$ cat config.mk
export PLATFORM = sky130hd
export DESIGN_NAME = threshold_sensor_event_engine_top
export DESIGN_NICKNAME = d
export VERILOG_FILES = /design/src/sv/tsee_pkg.sv /design/src/sv/threshold_sensor_event_engine_top.sv
export SDC_FILE = /design/constraint.sdc
export NUM_CORES = 1
export LEC_CHECK = 0
export ABC_AREA = 1
export BUFFER_PORTS_ARGS = -buffer_cell sky130_fd_sc_hd__buf_4
export CAP_MARGIN = 10
export CORE_ASPECT_RATIO = 0.9
export CORE_MARGIN = 2
export CORE_UTILIZATION = 55
export CTS_CLUSTER_SIZE = 12
export DETAILED_ROUTE_END_ITERATION = 7
export GPL_TIMING_DRIVEN = 1
export HOLD_SLACK_MARGIN = 0.1
export PLACE_DENSITY = 0.77
export SLEW_MARGIN = 20
export SYNTH_ARGS = -nofsm -noshare
export SYNTH_HDL_FRONTEND = slang
export SYNTH_SLANG_ARGS = --single-unit
$ cat constraint.sdc
create_clock -name clock -period 3.2 [get_ports clock]
set_input_delay 0.48 -clock clock [delete_from_list [all_inputs] [get_ports clock]]
set_output_delay 0.48 -clock clock [all_outputs]
set_load 0.02 [all_outputs]
$ cat src/sv/tsee_pkg.sv
`timescale 1ns / 1ps

package tsee_pkg;

   localparam int NUM_BITS   = 12;
   localparam int NUM_EVENTS = 2 * NUM_BITS;
   localparam int NUM_THR    = 6;

   typedef logic [NUM_BITS-1:0]   flags_type;
   typedef logic [NUM_EVENTS-1:0] events_type;

   // item kinds
   localparam logic KIND_UPDATE = 1'b0;
   localparam logic KIND_REARM  = 1'b1;

   // register indexes
   localparam logic [2:0] REG_LNC  = 3'd0;
   localparam logic [2:0] REG_LCR  = 3'd1;
   localparam logic [2:0] REG_LNR  = 3'd2;
   localparam logic [2:0] REG_UNC  = 3'd3;
   localparam logic [2:0] REG_UCR  = 3'd4;
   localparam logic [2:0] REG_UNR  = 3'd5;
   localparam logic [2:0] REG_HYST = 3'd6;
   localparam logic [2:0] REG_EN   = 3'd7;

   localparam logic [7:0] THR_LOWER_RESET = 8'h00;
   localparam logic [7:0] THR_UPPER_RESET = 8'hFF;

   typedef struct packed {
      logic       kind;
      logic [7:0] reading;
      logic       valid;
      logic       ctx;
      flags_type  force_as;
      flags_type  force_de;
   } req_item_type;

endpackage

$ cat src/sv/threshold_sensor_event_engine_top.sv
`timescale 1ns / 1ps

// an accepted item is registered in the input register, then moves into the 24-bit
//   pending mask of the emitter, which gives one event per cycle while the receiver is
//   ready, up to 24 events per item; the next item loads once the mask is empty or its last event is taken
// reset: synchronous, active high; clears state flags, thresholds, hysteresis and
//   enables to their defaults and drops any item in flight
module threshold_sensor_event_engine_top (
   input  logic        clock,
   input  logic        reset,
   // input item channel
   input  logic        req_tvalid,
   output logic        req_tready,
   // [7:0] reading_value, [8] reading_valid, [9] sensor_ctx,
   // [21:10] force_assert_mask, [33:22] force_deassert_mask, [39:34] zero
   input  logic [39:0] req_tdata,
   // [0] kind
   input  logic        req_tuser,
   // event channel
   output logic        rsp_tvalid,
   input  logic        rsp_tready,
   // [3:0] event_offset, [11:4] event_reading, [19:12] event_threshold,
   // [31:20] active_now
   output logic [31:0] rsp_tdata,
   // [0] is_assertion
   output logic        rsp_tuser,
   output logic        rsp_tlast,
   // configuration write channel
   input  logic        csr_valid,
   output logic        csr_ready,
   input  logic [2:0]  csr_index,
   input  logic [23:0] csr_data
);
   import tsee_pkg::*;

   // ---------------- configuration registers ----------------
   logic [7:0]  thr_ff [NUM_THR];
   logic [7:0]  hyst_lo_ff;
   logic [7:0]  hyst_hi_ff;
   flags_type   en_as_ff;
   flags_type   en_de_ff;

   assign csr_ready = 1'b1;

   always_ff @(posedge clock) begin
      if (reset) begin
         for (int i = 0; i < NUM_THR; i++) begin
            thr_ff[i] <= (i < 3) ? THR_LOWER_RESET : THR_UPPER_RESET;
         end
         hyst_lo_ff <= '0;
         hyst_hi_ff <= '0;
         en_as_ff   <= '0;
         en_de_ff   <= '0;
      end else if (csr_valid && csr_ready) begin
         unique case (csr_index)
            REG_LNC:  thr_ff[0] <= csr_data[7:0];
            REG_LCR:  thr_ff[1] <= csr_data[7:0];
            REG_LNR:  thr_ff[2] <= csr_data[7:0];
            REG_UNC:  thr_ff[3] <= csr_data[7:0];
            REG_UCR:  thr_ff[4] <= csr_data[7:0];
            REG_UNR:  thr_ff[5] <= csr_data[7:0];
            REG_HYST: begin
               hyst_lo_ff <= csr_data[7:0];
               hyst_hi_ff <= csr_data[15:8];
            end
            REG_EN: begin
               en_as_ff <= csr_data[11:0];
               en_de_ff <= csr_data[23:12];
            end
            default: ;
         endcase
      end
   end

   // ---------------- input register ----------------
   logic         in_valid_ff;
   req_item_type in_item_ff;
   logic         load;         // input register moves into the emitter

   assign req_tready = !in_valid_ff || load;

   always_ff @(posedge clock) begin
      if (reset) begin
         in_valid_ff <= 1'b0;
      end else if (req_tready) begin
         in_valid_ff <= req_tvalid;
      end
   end

   always_ff @(posedge clock) begin
      if (req_tvalid && req_tready) begin
         in_item_ff.kind     <= req_tuser;
         in_item_ff.reading  <= req_tdata[7:0];
         in_item_ff.valid    <= req_tdata[8];
         in_item_ff.ctx      <= req_tdata[9];
         in_item_ff.force_as <= req_tdata[21:10];
         in_item_ff.force_de <= req_tdata[33:22];
      end
   end

   // ---------------- threshold evaluation ----------------
   // per bit: odd bits go high (upper side hysteresis), even bits go low
   flags_type  active_ff;
   flags_type  active_in;
   events_type events_in;
   logic       update_ok;

   assign update_ok = (in_item_ff.kind == KIND_UPDATE) && in_item_ff.valid && in_item_ff.ctx;

   always_comb begin
      logic [7:0] t;
      logic [8:0] sum;
      logic       as_raw;
      logic       de_raw;
      logic       as_eff;
      logic       de_eff;
      active_in = active_ff;
      events_in = '0;
      for (int b = 0; b < NUM_BITS; b++) begin
         t = thr_ff[3'(b / 2)];
         if (b % 2 == 1) begin
            sum    = {1'b0, in_item_ff.reading} + {1'b0, hyst_hi_ff};
            as_raw = in_item_ff.reading >= t;
            de_raw = sum < {1'b0, t};
         end else begin
            sum    = {1'b0, t} + {1'b0, hyst_lo_ff};
            as_raw = in_item_ff.reading <= t;
            de_raw = {1'b0, in_item_ff.reading} > sum;
         end
         as_eff = as_raw && !active_ff[b];
         de_eff = de_raw &&  active_ff[b];
         if (as_eff) active_in[b] = 1'b1;
         if (de_eff) active_in[b] = 1'b0;
         // deassertion first, then assertion, per bit
         events_in[2*b]   = (de_eff || in_item_ff.force_de[b]) && en_de_ff[b];
         events_in[2*b+1] = (as_eff || in_item_ff.force_as[b]) && en_as_ff[b];
      end
      if (!update_ok) begin
         events_in = '0;
         active_in = (in_item_ff.kind == KIND_REARM) ? '0 : active_ff;
      end
   end

   // ---------------- event emitter ----------------
   events_type pend_ff;
   logic [7:0] rd_ff;
   flags_type  now_ff;
   events_type pend_rest;     // pending mask without the current event
   logic [4:0] first_idx;
   logic       emit_done;     // emitter is free for a load this cycle

   always_comb begin
      first_idx = '0;
      for (int i = NUM_EVENTS - 1; i >= 0; i--) begin
         if (pend_ff[i]) first_idx = 5'(i);
      end
   end

   assign pend_rest = pend_ff & (pend_ff - events_type'(1));
   assign emit_done = (pend_ff == '0) || (rsp_tready && pend_rest == '0);
   assign load      = in_valid_ff && emit_done;

   always_ff @(posedge clock) begin
      if (reset) begin
         pend_ff   <= '0;
         active_ff <= '0;
      end else if (load) begin
         pend_ff   <= events_in;
         active_ff <= active_in;
      end else if (rsp_tvalid && rsp_tready) begin
         pend_ff   <= pend_rest;
      end
   end

   always_ff @(posedge clock) begin
      if (load) begin
         rd_ff  <= in_item_ff.reading;
         now_ff <= active_in;
      end
   end

   // threshold of the current event
   logic [3:0] offset;
   logic [7:0] thr_sel;

   assign offset = first_idx[4:1];

   always_comb begin
      case (offset[3:1])
         3'd0:    thr_sel = thr_ff[0];
         3'd1:    thr_sel = thr_ff[1];
         3'd2:    thr_sel = thr_ff[2];
         3'd3:    thr_sel = thr_ff[3];
         3'd4:    thr_sel = thr_ff[4];
         3'd5:    thr_sel = thr_ff[5];
         default: thr_sel = '0;
      endcase
   end

   assign rsp_tvalid = (pend_ff != '0);
   assign rsp_tdata  = {now_ff, thr_sel, rd_ff, offset};
   assign rsp_tuser  = first_idx[0];
   assign rsp_tlast  = (pend_rest == '0);

   // ---------------- assertions ----------------
   property p_offset_range;
      @(posedge clock) disable iff (reset) rsp_tvalid |-> (offset <= 4'd11);
   endproperty
   a_offset_range: assert property (p_offset_range) else $error("event offset out of range");

   property p_stall_holds;
      @(posedge clock) disable iff (reset)
         (rsp_tvalid && !rsp_tready) |=> $stable(pend_ff) && $stable(now_ff);
   endproperty
   a_stall_holds: assert property (p_stall_holds) else $error("pending events moved on stall");

   property p_rearm_clears;
      @(posedge clock) disable iff (reset)
         (load && in_item_ff.kind == KIND_REARM) |=> (active_ff == '0) && !rsp_tvalid;
   endproperty
   a_rearm_clears: assert property (p_rearm_clears) else $error("rearm left state or events");

   property p_no_update_keeps;
      @(posedge clock) disable iff (reset)
         (load && in_item_ff.kind == KIND_UPDATE && !(in_item_ff.valid && in_item_ff.ctx))
         |=> $stable(active_ff) && !rsp_tvalid;
   endproperty
   a_no_update_keeps: assert property (p_no_update_keeps) else $error("ignored reading changed state");

endmodule

---- Yosys cells after proc, flatten, opt, wreduce, memory -nomap -nowiden ----
Memories as Yosys holds them, arrays and structs flattened.
Cells that the tools add are included.
operators by class
  add/sub/neg operators ................... 8
  order comparisons ....................... 24
  equal/unequal tests ..................... 12
  multiplexer cells ....................... 86
  bitwise operators ....................... 8
  reductions and logical operators ........ 101
operators by type and width
  operator                                                              number
  5-bit two-way mux                                                     24
  24-bit two-way mux                                                    3
  8-bit by 8-bit adder with 9-bit output                                7
  8-bit by 9-bit greater-than comparator with 1-bit output              6
  1-bit logical AND                                                     54
  9-bit by 8-bit less-than comparator with 1-bit output                 6
  1-bit two-way mux                                                     50
  8-bit greater-or-equal comparator                                     6
  8-bit <= comparator                                                   6
  24-bit logical NOT                                                    2
  8-bit two-way mux                                                     6
  8-bit one-hot mux with 6 select lines                                 1
  1-bit logical OR                                                      26
  24-bit AND                                                            1
  12-bit two-way mux                                                    2
  24-bit nonzero test                                                   1
  24-bit by 1-bit subtractor with 24-bit output, second input constant  1
  3-bit == test, second input constant                                  6
  1-bit logical NOT                                                     13
  3-bit by 2-bit == test with 1-bit output, second input constant       4
  3-bit by 1-bit == test with 1-bit output, second input constant       2
  3-bit logical NOT                                                     2
  1-bit OR                                                              6
  2-bit AND reduction                                                   2
  2 further kinds                                                       2
storage, ports and cells
  bits in registers ....................... 132
  RAM bits ................................ 48
  input bits .............................. 73
  word-level logic and storage cells ...... 255
  memories ................................ 1
memory list
  memory  words  bits a word  read ports  clocked after memory_dff  write ports  RTL line                                 text
  thr_ff  6      8            6           0                         6            threshold_sensor_event_engine_top.sv:37  logic [7:0] thr_ff [NUM_THR];

---- Longest topological paths before layout ----
Gate-level depths: netlist of run 1.
  depth in word-level cells ............... 26
  mapped depth ............................ 23

---- Worst setup path after synthesis of run 1 ----
OpenSTA, ideal clock, no wires.
  kind .................................... flip-flop to flip-flop
  start ................................... register hyst_lo_ff[1]
  end ..................................... register now_ff[8] (data pin)
  library setup time ...................... 0.258 ns
  arrival ................................. 2.799 ns
  data required time ...................... 2.942 ns
  path slack .............................. 0.143 ns
  stages on the path, launching flop included .. 16
  clock period less this slack ............ 3.057 ns
  cell sequence ........................... dfxtp_1 -> ha_1 -> nand3_1 -> nand2_1 -> a21oi_1 -> o21ai_0 -> a21o_1 -> a21oi_1 -> xor2_1 -> ha_1 -> nand2_1 -> nor3_1 -> a2111oi_0 -> nand3_1 -> a32oi_1 -> inv_1
on the way
  cells in the longest elaborated chain, start to end .. 5
RTL lines
  what                                                      RTL line                                  text
  start: declaration                                        threshold_sensor_event_engine_top.sv:38   logic [7:0] hyst_lo_ff;
  start signal: assignment                                  threshold_sensor_event_engine_top.sv:63   hyst_lo_ff <= csr_data[7:0];
  8-bit by 8-bit adder with 9-bit output                    -
  8-bit by 9-bit greater-than comparator with 1-bit output  -
  1-bit logical AND                                         threshold_sensor_event_engine_top.sv:131  de_eff = de_raw && active_ff[b];
  1-bit two-way mux                                         threshold_sensor_event_engine_top.sv:133  if (de_eff) active_in[b] = 1'b0;
  12-bit two-way mux                                        threshold_sensor_event_engine_top.sv:138  if (!update_ok) begin
  via active_in[8]                                          threshold_sensor_event_engine_top.sv:104  flags_type active_in;
  end signal: assignment                                    threshold_sensor_event_engine_top.sv:178  now_ff <= active_in;
  end: declaration                                          threshold_sensor_event_engine_top.sv:147  flags_type now_ff;
The timed path passes the listed nets, and every way through them passes these cells.
A chain may end at the register's enable or synchronous reset.

---- Worst setup path after layout of run 1 ----
  start ................................... register pend_ff[13]
  end ..................................... output port rsp_tdata[15]
on the way
  cells in the longest elaborated chain, start to end .. 16
  elaborated cells on any way between the ends .. 21
  classes of those cells .................. 5 x eq/ne; 15 x mux; 1 x reduce/logical
RTL lines
  what                                     RTL line                                  text
  start: declaration                       threshold_sensor_event_engine_top.sv:145  events_type pend_ff;
  start signal: assignment                 threshold_sensor_event_engine_top.sv:168  pend_ff <= events_in;
  start signal: assignment                 threshold_sensor_event_engine_top.sv:171  pend_ff <= pend_rest;
  5-bit two-way mux * (14 in series)       threshold_sensor_event_engine_top.sv:155  if (pend_ff[i]) first_idx = 5'(i);
  3-bit == test (tied with other cells)    threshold_sensor_event_engine_top.sv:189  case (offset[3:1])
  8-bit one-hot mux with 6 select lines *  threshold_sensor_event_engine_top.sv:189
  end: declaration                         threshold_sensor_event_engine_top.sv:24   output logic [31:0] rsp_tdata,
Every way passes the cells marked *; elsewhere a longest branch is shown, timed or not.

==> results of run 1 <==
## sequential cells by signal, indices dropped and copies added, names as in the netlist
register and flops:
en_de_ff 12, in_item_ff 35, hyst_hi_ff 8, hyst_lo_ff 8
active_ff 12, now_ff 12, pend_ff 24, thr_ff 48
rd_ff 8, in_valid_ff 1, en_as_ff 12
## Yosys cell counts, types with 3 or more instances
cell type,instances,area (um^2)
ha_1,194,2430
xor2_1,17,149
a21o_1,11,82.6
a211oi_1,14,105
fa_1,7,140
dfxtp_1,77,1540
a31oi_1,3,18.8
nor2_1,139,522
nand4_1,21,131
inv_1,199,747
o31ai_1,6,45.0
o22ai_1,10,62.6
o2111ai_1,3,26.3
o211ai_1,8,60.1
a32oi_1,3,26.3
nand2_1,258,968
o21ai_2,3,26.3
xnor2_1,21,184
edfxtp_1,103,3090
nor3_1,26,130
o221ai_1,5,43.8
a21boi_0,4,30.0
a2111oi_0,3,26.3
nand2_2,3,18.8
nand3b_1,4,30.0
a221oi_1,3,26.3
nor2_4,3,33.8
clkbuf_1,22,82.6
a21oi_1,167,836
o21ai_0,107,536
nand3_1,63,315
inv_2,7,26.3
o221a_2,5,56.3
## report_power, final
part           internal, mW  total [mW]  switching (mW)
clock network          1.07        2.16            1.09
registers              2.62        2.75           0.131
logic                  1.12        2.83            1.72
## cell families after synthesis
logic type	count (synthesis)
compound gates	361
xor+xnor	38
fa+ha+maj	201
buf+inv	236
flops	180
other cells	1
simple gates	528
## layer usage
| layer | vias up | global-route usage [%] | wire, um |
|---|---|---|---|
| li1 | 5722 | - | - |
| met1 | 5685 | 44.6 | 16700 |
| met2 | 620 | 52.6 | 18600 |
| met3 | 127 | 5.41 | 3500 |
| met4 | 0 | 15.5 | 1990 |
| met5 | - | 0 | 0 |
## layout by cell type (no fill, tap or decap), types with 14 or more instances in the layout
cell type and count:
a21oi_1 141, a21oi_2 25, buf_4 188, clkbuf_16 17
dfxtp_1 68, edfxtp_1 103, ha_1 175, inv_1 191
nand2_1 243, nand2_2 15, nand3_1 57, nand4_1 21
nor2_1 133, nor3_1 20, o21ai_0 90, o21ai_1 14
xnor2_1 20, xor2_1 16
## how the worst max path moves through the flow
stage,cells after the start,endpoint,from,slack [ns]
finish,11,rsp_tdata[15],pend_ff[13]$_SDFFE_PP0P_,-0.07
floorplan,15,now_ff[8]$_DFFE_PP_,hyst_lo_ff[1]$_SDFFE_PP0P_,0.14
global placement,17,pend_ff[20]$_SDFFE_PP0P_,hyst_lo_ff[0]$_SDFFE_PP0P_,-0.04
CTS,14,rsp_tdata[13],pend_ff[2]$_SDFFE_PP0P_,-0.002
detailed placement,17,pend_ff[18]$_SDFFE_PP0P_,in_item_ff[26]$_DFFE_PP_,-0.16
global route,17,pend_ff[20]$_SDFFE_PP0P_,thr_ff[5][0]$_SDFFCE_PN1P_,-0.20
## metrics by stage
stage | setup TNS [ns] | cells | cell area [um^2] | power [mW]
floorplan | 0 | 1545 | 12800 | 4.28
finish | -0.0755 | 2044 | 15900 | 7.75
detailed placement | -2.41 | 1974 | 14300 | 5.16
CTS | -0.00188 | 2018 | 15100 | 7.43
global placement | -0.120 | 1974 | 14300 | 5.08
global route | -1.83 | 2044 | 15900 | 8.09
## final cells by class
cell class              count  area, um^2  area share [%]
flip-flops and latches    180        4650            29.3
well taps                 297         372            2.34
inverters                 209         796            5.01
repair buffers            196        1530            9.62
repair inverters            1        7.51          0.0473
clock buffers              18         439            2.77
clock inverters            14         160            1.01
multi-input cells        1129        7930            49.9
## repair_timing
item	CTS	global route
setup endpoints to repair	38	58
buffers inserted	12	25
gates resized for setup	38	144
pin swaps	12	79
cloned	0	1
==> results by group, run 1 <==
Layout
  • Antenna Cells: 0
  • Layout cell share with drive strength beyond 1: 22.7%
  • Total Nets Final: 2008
  • Final Util: 70.1%
  • Area Overhead vs Synth: 24.3%
  • FILL cells: 1749

Placement
  • Placer Congestion: 0.993
  • Detailed Place HPWL: 29.6 mm
  • I/O Buffers: 102
  • Pre-CTS setup slack: -0.164 ns

STA
  • Hold Slack: 0.198 ns
  • Tmin final: 3.27 ns
  • Final worst slack: -0.0684 ns
  • Setup violations, final: 3
  • Max Freq: 0.306 GHz
  • Hold Fails Final Rpt: 0
  • Slew margin rel.: 33.4%
  • Tcrit/Tclk final: 102%
  • RSZ-0062 raised after global routing: yes
  • Worst-Margin Slew: 0.991 ns
  • Final slew viol count: 0
  • Clock skew: 0.0110 ns

Yosys
  • Netlist cell types: 50
  • Largest family of logic cells by synthesized area: adder cells
  • Compound-gate portion of the synthesized area: 16.1%
  • Post-synth EDFFs: 103
  • Syn Nets: 1819
  • Post-Synth Adder-Cell Area: 20.1%
  • Post-Synth Simple-Gate Area: 17.8%
  • Ys flop type: edfxtp_1
  • Yosys reg bits: 180
  • Syn avg cell area: 8.27 um^2
  • Cell count after synthesis: 1545
  • Asr flop ratio synth: 0%
  • Synthesis Warnings: 0
  • Post-Synth XOR/XNOR Area: 2.60%
  • Mux cell area share after synthesis: 0%
  • Cell area after synthesis: 12800 um^2
  • Sequential-to-total area share from yosys stat: 36.3%

Run
  • Max Cap Viol: 0

Die
  • Initial Utilization: 56.4%
  • Die Wd: 165 um
  • Site row count: 52
  • I/O pin count: 110
  • Die Height: 149 um
  • Die Footprint: 24500 um^2
  • Core region area: 22600 um^2

Clock network
  • Worst skew pair latency: 0.45 ns
  • Clock buffer count from CTS: 17
  • Clock tree from TritonCTS: built
  • Clock Path Buffers: 2
  • # hold bufs at CTS: 0
  • Clock Pin Slew Worst Setup and Hold Paths: 0.08 ns
  • Root buffer cell: clkbuf_16
  • H-tree depth: 4
  • Number of clock sinks: 180

Min path
  • Worst Hold Path EP: in_item_ff[3]$_DFFE_PP_
  • Min-Delay Startpoint: req_tdata[25]
  • WHS Path Cells: 1
  • Min-delay worst type: in2reg

Critical path
  • Worst EP required: 2.72 ns
  • Crit Reg-Reg Startpoint: thr_ff[0][0]$_SDFFCE_PN0P_
  • CP delay by family, top: simple AND/OR/NAND/NOR gates
  • Setup CP Type: reg2out
  • Crit-path max cell delay: 0.50 ns
  • Reg2Reg Depth: 14
  • Startpoint types: flop
  • CP Cell Sequence: nor2_1 > nand2_1 > buf_4 > nor2_1 > nor2_1 > nor2_4 > nand2_4 > inv_2 > a211oi_2 > o221ai_2 > buf_4
  • Reg2reg end: pend_ff[0]$_SDFFE_PP0P_
  • CP Buf/Inv Count: 3
  • Most used cell, CP: nor2_1
  • Worst endpoint data arrival time: 2.79 ns
  • Crit-path slowest cell: dfxtp_1
  • Worst R2R Setup Slack: 0 ns
  • Largest fanout on the critical path: 7
  • Setup crit end kind: output pin

GRT
  • Initial antenna violation count: 0
  • All-layer global routing usage: 33.2%
  • First-pass GRT wire length: 61.6 mm
  • Vias in the first global route: 11500
  • GRT overflow: 0
  • Largest net degree at the start of global routing: 44

Drt
  • Vias per inst: 5.95
  • # DRC: 0
  • Wire length per cell: 20.0 um
  • Detailed Routing Iterations Pass 1: 5
  • Antenna-violating nets left: 0
  • 1st-iter DRT viols: 1342
  • Routed via count: 12200
  • Detailed-route wire length: 40.8 mm

Power and ir drop
  • Peak VDD IR: 0.298 mV
  • Leak Pwr: 7.36 nW
  • Power Dens Cells: 488 nW/um^2

Status
  • Status: finished with violations
  • Failing checks: setup timing
Note: power is estimated with default switching activity, not from simulation.
==> inputs of run 2 (changes only) <==
--- a/config.mk
+++ b/config.mk
@@ -14,8 +14,9 @@
 export CTS_CLUSTER_SIZE = 12
 export DETAILED_ROUTE_END_ITERATION = 7
 export GPL_TIMING_DRIVEN = 1
-export HOLD_SLACK_MARGIN = 0.1
+export HOLD_SLACK_MARGIN = 0.05
 export PLACE_DENSITY = 0.77
+export RECOVER_POWER = 100
 export SLEW_MARGIN = 20
 export SYNTH_ARGS = -nofsm -noshare
 export SYNTH_HDL_FRONTEND = slang
==> run 2 against run 1 <==
Global-route usage did not move; worst setup slack got worse by 0.0037 ns; the run still ends with setup timing left; clock power barely moved; hold slack improved by 0.027 ns; via count fell by 0.25%; critical endpoint unchanged; fmax fell by 0.11%; sequential power barely moved; non-clock buffer count did not move; clock-buffer cell count did not move; combinational power barely moved; total power fell by 0.36%; clock skew barely moved; largest power group unchanged.
==> results by group, run 2 (same netlist as run 1, synthesis figures left out) <==
STA
  • Slew margin rel.: 13.3%
  • Tcrit/Tclk final: 102%
  • Hold Fails Final Rpt: 0
  • Max Freq: 0.306 GHz
  • Final worst slack: -0.0721 ns
  • RSZ-0062 raised after global routing: yes
  • Clock skew: 0.0105 ns
  • Setup TNS Final: -0.0905 ns
  • Tmin final: 3.27 ns
  • Worst-Margin Slew: 1.30 ns
  • Final slew viol count: 0
  • Setup violations, final: 2

Placement
  • Placer Congestion: 0.993
  • Detailed Place HPWL: 29.6 mm
  • I/O Buffers: 102
  • Pre-CTS setup slack: -0.164 ns

Power and ir drop
  • Peak VDD IR: 0.295 mV
  • Leak Pwr: 7.28 nW
  • Power Dens Cells: 488 nW/um^2

Drt
  • 1st-iter DRT viols: 1271
  • Detailed-route wire length: 40.7 mm
  • Routed via count: 12100
  • Detailed Routing Iterations Pass 1: 5
  • Antenna-violating nets left: 0
  • Vias per inst: 5.93
  • # DRC: 0
  • Wire length per cell: 19.9 um

Critical path
  • Worst endpoint data arrival time: 2.79 ns
  • Startpoint types: flop
  • Crit-path slowest cell: dfxtp_1
  • CP delay by family, top: simple AND/OR/NAND/NOR gates
  • Worst EP required: 2.72 ns
  • CP Buf/Inv Count: 3
  • Setup CP Type: reg2out
  • Crit-path max cell delay: 0.50 ns
  • Crit Reg-Reg Startpoint: in_item_ff[28]$_DFFE_PP_
  • CP Cell Sequence: nor2_1 > nand2_1 > buf_4 > nor2_1 > nor2_1 > nor2_4 > nand2_4 > inv_2 > a211oi_2 > o221ai_2 > buf_4
  • Reg2reg end: pend_ff[20]$_SDFFE_PP0P_
  • Most used cell, CP: nor2_1
  • Worst R2R Setup Slack: -0.02 ns
  • Reg2Reg Depth: 11
  • Setup crit end kind: output pin
  • Largest fanout on the critical path: 7

Clock network
  • Worst skew pair latency: 0.45 ns
  • Clock Path Buffers: 2
  • Number of clock sinks: 180
  • # hold bufs at CTS: 0
  • H-tree depth: 4
  • Clock tree from TritonCTS: built
  • Clock Pin Slew Worst Setup and Hold Paths: 0.08 ns
  • Root buffer cell: clkbuf_16
  • Clock buffer count from CTS: 17

Layout
  • FILL cells: 1762
  • Sequential cell area: 4650 um^2
  • Most frequent cells in the layout: 243 x nand2_1, 191 x inv_1, 175 x ha_1, 141 x a21oi_1, 133 x nor2_1
  • Multi-input gate area: 7930 um^2
  • Register name with the most flops: thr_ff
  • Area Overhead vs Synth: 23.7%
  • Total Nets Final: 2008
  • Largest register FFs: 48
  • Regs by FF count: thr_ff x48, in_item_ff x35, pend_ff x24
  • Antenna Cells: 0
  • Commonest non-fill, non-tap cell in the layout: nand2_1
  • Layout cell share with drive strength beyond 1: 21.5%

Min path
  • WHS Path Cells: 1
  • Worst Hold Path EP: in_item_ff[3]$_DFFE_PP_
  • Min-delay worst type: in2reg
  • Min-Delay Startpoint: req_tdata[25]

GRT
  • Largest net degree at the start of global routing: 44
  • GRT overflow: 0
  • Vias in the first global route: 11500
  • Initial antenna violation count: 0
  • First-pass GRT wire length: 61.6 mm
  • All-layer global routing usage: 33.2%

Die
  • Core region area: 22600 um^2
  • Die Wd: 165 um
  • Die Height: 149 um
  • Initial Utilization: 56.4%
  • Die Footprint: 24500 um^2
  • I/O pin count: 110
  • Site row count: 52

Status
  • Status: finished with violations
  • Failing checks: setup timing

Run
  • Max Cap Viol: 0
[run 2: cell types whose count changed in the layout (fill, tap and decap cells not counted), sizes merged]
cell / change
buf: -56
clkbuf: +56
[run 2: layout make-up]
class / count / area share [%]
clock buffer: 18 / 2.78
timing repair buffer: 196 / 9.17
multi-input combinational: 1129 / 50.2
sequential: 180 / 29.4
clock inverter: 14 / 1.01
timing repair inverter: 1 / 0.0475
tap: 297 / 2.35
inverter: 209 / 5.04
[run 2: report_power, final]
group | internal, mW | total (mW) | leakage [nW] | switching, mW
Clock | 1.07 | 2.15 | 0.294 | 1.08
Sequential | 2.62 | 2.75 | 1.62 | 0.130
Combinational | 1.10 | 2.82 | 5.36 | 1.72
[run 2: how the worst max path moves through the flow]
stage | from | endpoint | slack [ns] | cells after the start
4_1_cts | pend_ff[2]$_SDFFE_PP0P_ | rsp_tdata[13] | -0.002 | 14
3_3_place_gp | hyst_lo_ff[0]$_SDFFE_PP0P_ | pend_ff[20]$_SDFFE_PP0P_ | -0.04 | 17
6_report | pend_ff[13]$_SDFFE_PP0P_ | rsp_tdata[15] | -0.07 | 11
5_1_grt | thr_ff[5][0]$_SDFFCE_PN1P_ | pend_ff[20]$_SDFFE_PP0P_ | -0.20 | 17
3_5_place_dp | in_item_ff[26]$_DFFE_PP_ | pend_ff[18]$_SDFFE_PP0P_ | -0.16 | 17
2_1_floorplan | hyst_lo_ff[1]$_SDFFE_PP0P_ | now_ff[8]$_DFFE_PP_ | 0.14 | 15
[run 2: what timing repair did]
| action | in CTS | in global routing |
|---|---|---|
| endpoints found under the hold margin | 0 | 0 |
| cloned | 0 | 1 |
| pin swaps | 12 | 79 |
| setup buffers | 12 | 25 |
| gates resized for setup | 38 | 144 |
| setup endpoints to repair | 38 | 58 |
[run 2: metal layers]
layer	wire, um	vias up	share of wire (%)	track usage [%]
met5	0	-	0	0
met4	1940	0	4.8	15.5
met3	3750	124	9.2	5.41
met2	18500	626	45	52.6
met1	16500	5651	41	44.6
li1	-	5723	-	-
[run 2: stage by stage]
step	area, um^2	util, %	power (mW)	hold slack (ns)	std cells
after detailed placement	14300	63.0	5.16	0.448	1974
after CTS	15100	66.7	7.43	0.198	2018
final	15800	69.8	7.72	0.224	2044
after global placement	14300	63.0	5.08	0.441	1974
after floorplan	12800	-	4.28	0.430	1545
after global routing	15800	69.8	8.07	0.216	2044
==> inputs of run 3 (changes only) <==
--- a/config.mk
+++ b/config.mk
@@ -17,6 +17,7 @@
 export HOLD_SLACK_MARGIN = 0.05
 export PLACE_DENSITY = 0.77
 export RECOVER_POWER = 100
+export REMOVE_ABC_BUFFERS = 1
 export SLEW_MARGIN = 20
 export SYNTH_ARGS = -nofsm -noshare
 export SYNTH_HDL_FRONTEND = slang
==> run 3 against run 2 <==
The flow still finishes with violations (setup timing); fmax grew 0.80%; cell count shrank 0.34%; non-clock buffer count shrank 6; clock power grew 2%; combinational power shrank 1%; sequential share of layout area grew 0.19 points; hold slack gained 0.0089 ns; via count grew 1.2%; core utilization shrank 0.41 points; register-to-register slack lost 0.03 ns; critical path type is now reg2reg; critical endpoint is now now_ff[8]$_DFFE_PP_.
==> results by group, run 3 (same netlist as run 1, synthesis figures left out) <==
Status
  • Status: finished with violations
  • Failing checks: setup timing

Critical path
  • Largest fanout on the critical path: 7
  • Startpoint types: flop
  • Crit-path slowest cell: ha_1
  • Worst R2R Setup Slack: -0.05 ns
  • Worst endpoint data arrival time: 3.43 ns
  • CP delay by family, top: compound AO/OA/AOI/OAI gates
  • Most used cell, CP: nand2_1
  • Worst EP required: 3.39 ns
  • Crit-path max cell delay: 0.39 ns
  • CP Buf/Inv Count: 2
  • CP Cell Sequence: buf_12 > ha_1 > a21oi_2 > nand2_1 > nand2_1 > nand2_1 > a21oi_2 > xor2_1 > ha_1 > nand2_1 > nor3_1 > a2111oi_2 > nand3_1 > a32oi_2 > inv_1
  • Setup CP Type: reg2reg
  • Setup crit end kind: flop

Layout
  • Fin area: 15700 um^2
  • Regs by FF count: thr_ff x48, in_item_ff x35, pend_ff x24
  • FILL cells: 1756
  • Antenna Cells: 0
  • Area Overhead vs Synth: 22.9%
  • Largest register FFs: 48
  • Layout cell share with drive strength beyond 1: 21.3%
  • Register name with the most flops: thr_ff
  • Most frequent cells in the layout: 242 x nand2_1, 191 x inv_1, 182 x ha_1, 149 x buf_4, 142 x a21oi_1
  • Total Nets Final: 2001
  • Commonest non-fill, non-tap cell in the layout: nand2_1

Drt
  • Detailed Routing Iterations Pass 1: 5
  • Wire length per cell: 19.7 um
  • Routed via count: 12300
  • Vias per inst: 6.02
  • Antenna-violating nets left: 0
  • 1st-iter DRT viols: 1455
  • Detailed-route wire length: 40.1 mm
  • # DRC: 0

Clock network
  • Worst skew pair latency: 0.44 ns
  • Clock tree from TritonCTS: built
  • Clock Pin Slew Worst Setup and Hold Paths: 0.08 ns
  • H-tree depth: 4
  • Root buffer cell: clkbuf_16
  • Clock buffer count from CTS: 17
  • Clock Path Buffers: 2
  • Number of clock sinks: 180

GRT
  • Initial antenna violation count: 0
  • Largest net degree at the start of global routing: 35
  • Vias in the first global route: 11400
  • First-pass GRT wire length: 59.6 mm
  • All-layer global routing usage: 32.3%
  • GRT overflow: 0

Placement
  • I/O Buffers: 102
  • DP Area: 14200 um^2
  • Placer Congestion: 1.02
  • Detailed Place HPWL: 29.1 mm
  • Pre-CTS setup slack: -0.200 ns

Min path
  • Min-delay worst type: in2reg

STA
  • Max Freq: 0.308 GHz
  • RSZ-0062 raised after global routing: yes
  • Tcrit/Tclk final: 101%
  • Setup violations, final: 4
  • Worst-Margin Slew: 1.01 ns
  • Final slew viol count: 0
  • Final worst slack: -0.0463 ns
  • Tmin final: 3.25 ns
  • Clock skew: 0.0160 ns
  • Slew margin rel.: 31.8%
  • Hold Fails Final Rpt: 0

Die
  • Die Height: 149 um
  • Die Wd: 165 um
  • Site row count: 52
  • Die Footprint: 24500 um^2
  • Initial Utilization: 56.4%
  • I/O pin count: 110
  • Core region area: 22600 um^2

Power and ir drop
  • Sequential power share: 35.6%
  • Leak Pwr: 7.31 nW
  • Int Power: 4.85 mW
  • Clock network power share: 28.3%
  • Power share of the combinational group: 36.0%
  • Power Dens Cells: 492 nW/um^2
  • Peak VDD IR: 0.378 mV
  • Sw power: 2.88 mW
  • Switch share: 37.3%

Run
  • Max Cap Viol: 0
run 3: cell types whose count changed in the layout (fill, tap and decap cells not counted), sizes merged:
cell / change
inv: +4
clkinv: -4
clkinvlp: -1
buf: +15
clkbuf: -22
bufinv: +1
run 3: worst reg2reg max path: stages, from the launching register on:
cell and delay, ns:
dfxtp_1 0.33, buf_12 0.14, ha_1 0.39, a21oi_2 0.21
nand2_1 0.07, nand2_1 0.08, nand2_1 0.09, a21oi_2 0.21
xor2_1 0.19, ha_1 0.27, nand2_1 0.08, nor3_1 0.07
a2111oi_2 0.30, nand3_1 0.24, a32oi_2 0.27, inv_1 0.06
run 3: worst paths after layout:
| kind | startpoint | cells after the start | to |
|---|---|---|---|
| setup / recovery | hyst_lo_ff[3]$_SDFFE_PP0P_ | 15 | now_ff[8]$_DFFE_PP_ |
| hold / removal | req_tdata[15] | 1 | in_item_ff[17]$_DFFE_PP_ |
| setup reg to reg | hyst_lo_ff[3]$_SDFFE_PP0P_ | 15 | now_ff[8]$_DFFE_PP_ |
| hold reg to reg | en_de_ff[3]$_SDFFE_PP0P_ | 2 | en_de_ff[3]$_SDFFE_PP0P_ |
run 3: repair_timing:
item	in CTS	in global routing
pin swaps	11	48
hold buffers	0	0
resized for setup	35	130
endpoints found under the setup margin	41	44
buffers inserted	8	24
run 3: power by group through the flow:
stage | clock network [mW] | logic (mW) | registers, mW
finish | 2.19 | 2.78 | 2.75
detailed placement | 0 | 2.34 | 2.79
CTS | 2.18 | 2.48 | 2.74
floorplan | 0 | 1.47 | 2.79
global placement | 0 | 2.27 | 2.78
global route | 2.28 | 3.03 | 2.77
run 3: layer usage:
metal	part of all wire (%)	track usage, %
met1	39	43.8
met2	46	51.4
met3	11	5.21
met4	4.2	14.0
met5	0	0
run 3: area by class of cell:
class | instances | area [um^2] | share of cell area, %
Inverter | 209 | 788 | 5.02
Clock buffer | 17 | 425 | 2.71
Sequential cell | 180 | 4650 | 29.6
Multi-Input combinational cell | 1129 | 7830 | 49.8
Clock inverter | 15 | 179 | 1.14
Timing Repair Buffer | 190 | 1470 | 9.33
Tap cell | 297 | 372 | 2.37
run 3: through the flow:
step | hold WS, ns | TNS, ns | util (%) | instances | total power [mW]
global placement | 0.439 | -0.243 | 62.9 | 1973 | 5.05
floorplan | 0.432 | 0 | - | 1518 | 4.27
finish | 0.233 | -0.105 | 69.4 | 2037 | 7.73
CTS | 0.208 | -0.0382 | 66.5 | 2013 | 7.40
global route | 0.222 | -1.44 | 69.4 | 2037 | 8.07
detailed placement | 0.445 | -2.50 | 62.9 | 1973 | 5.13
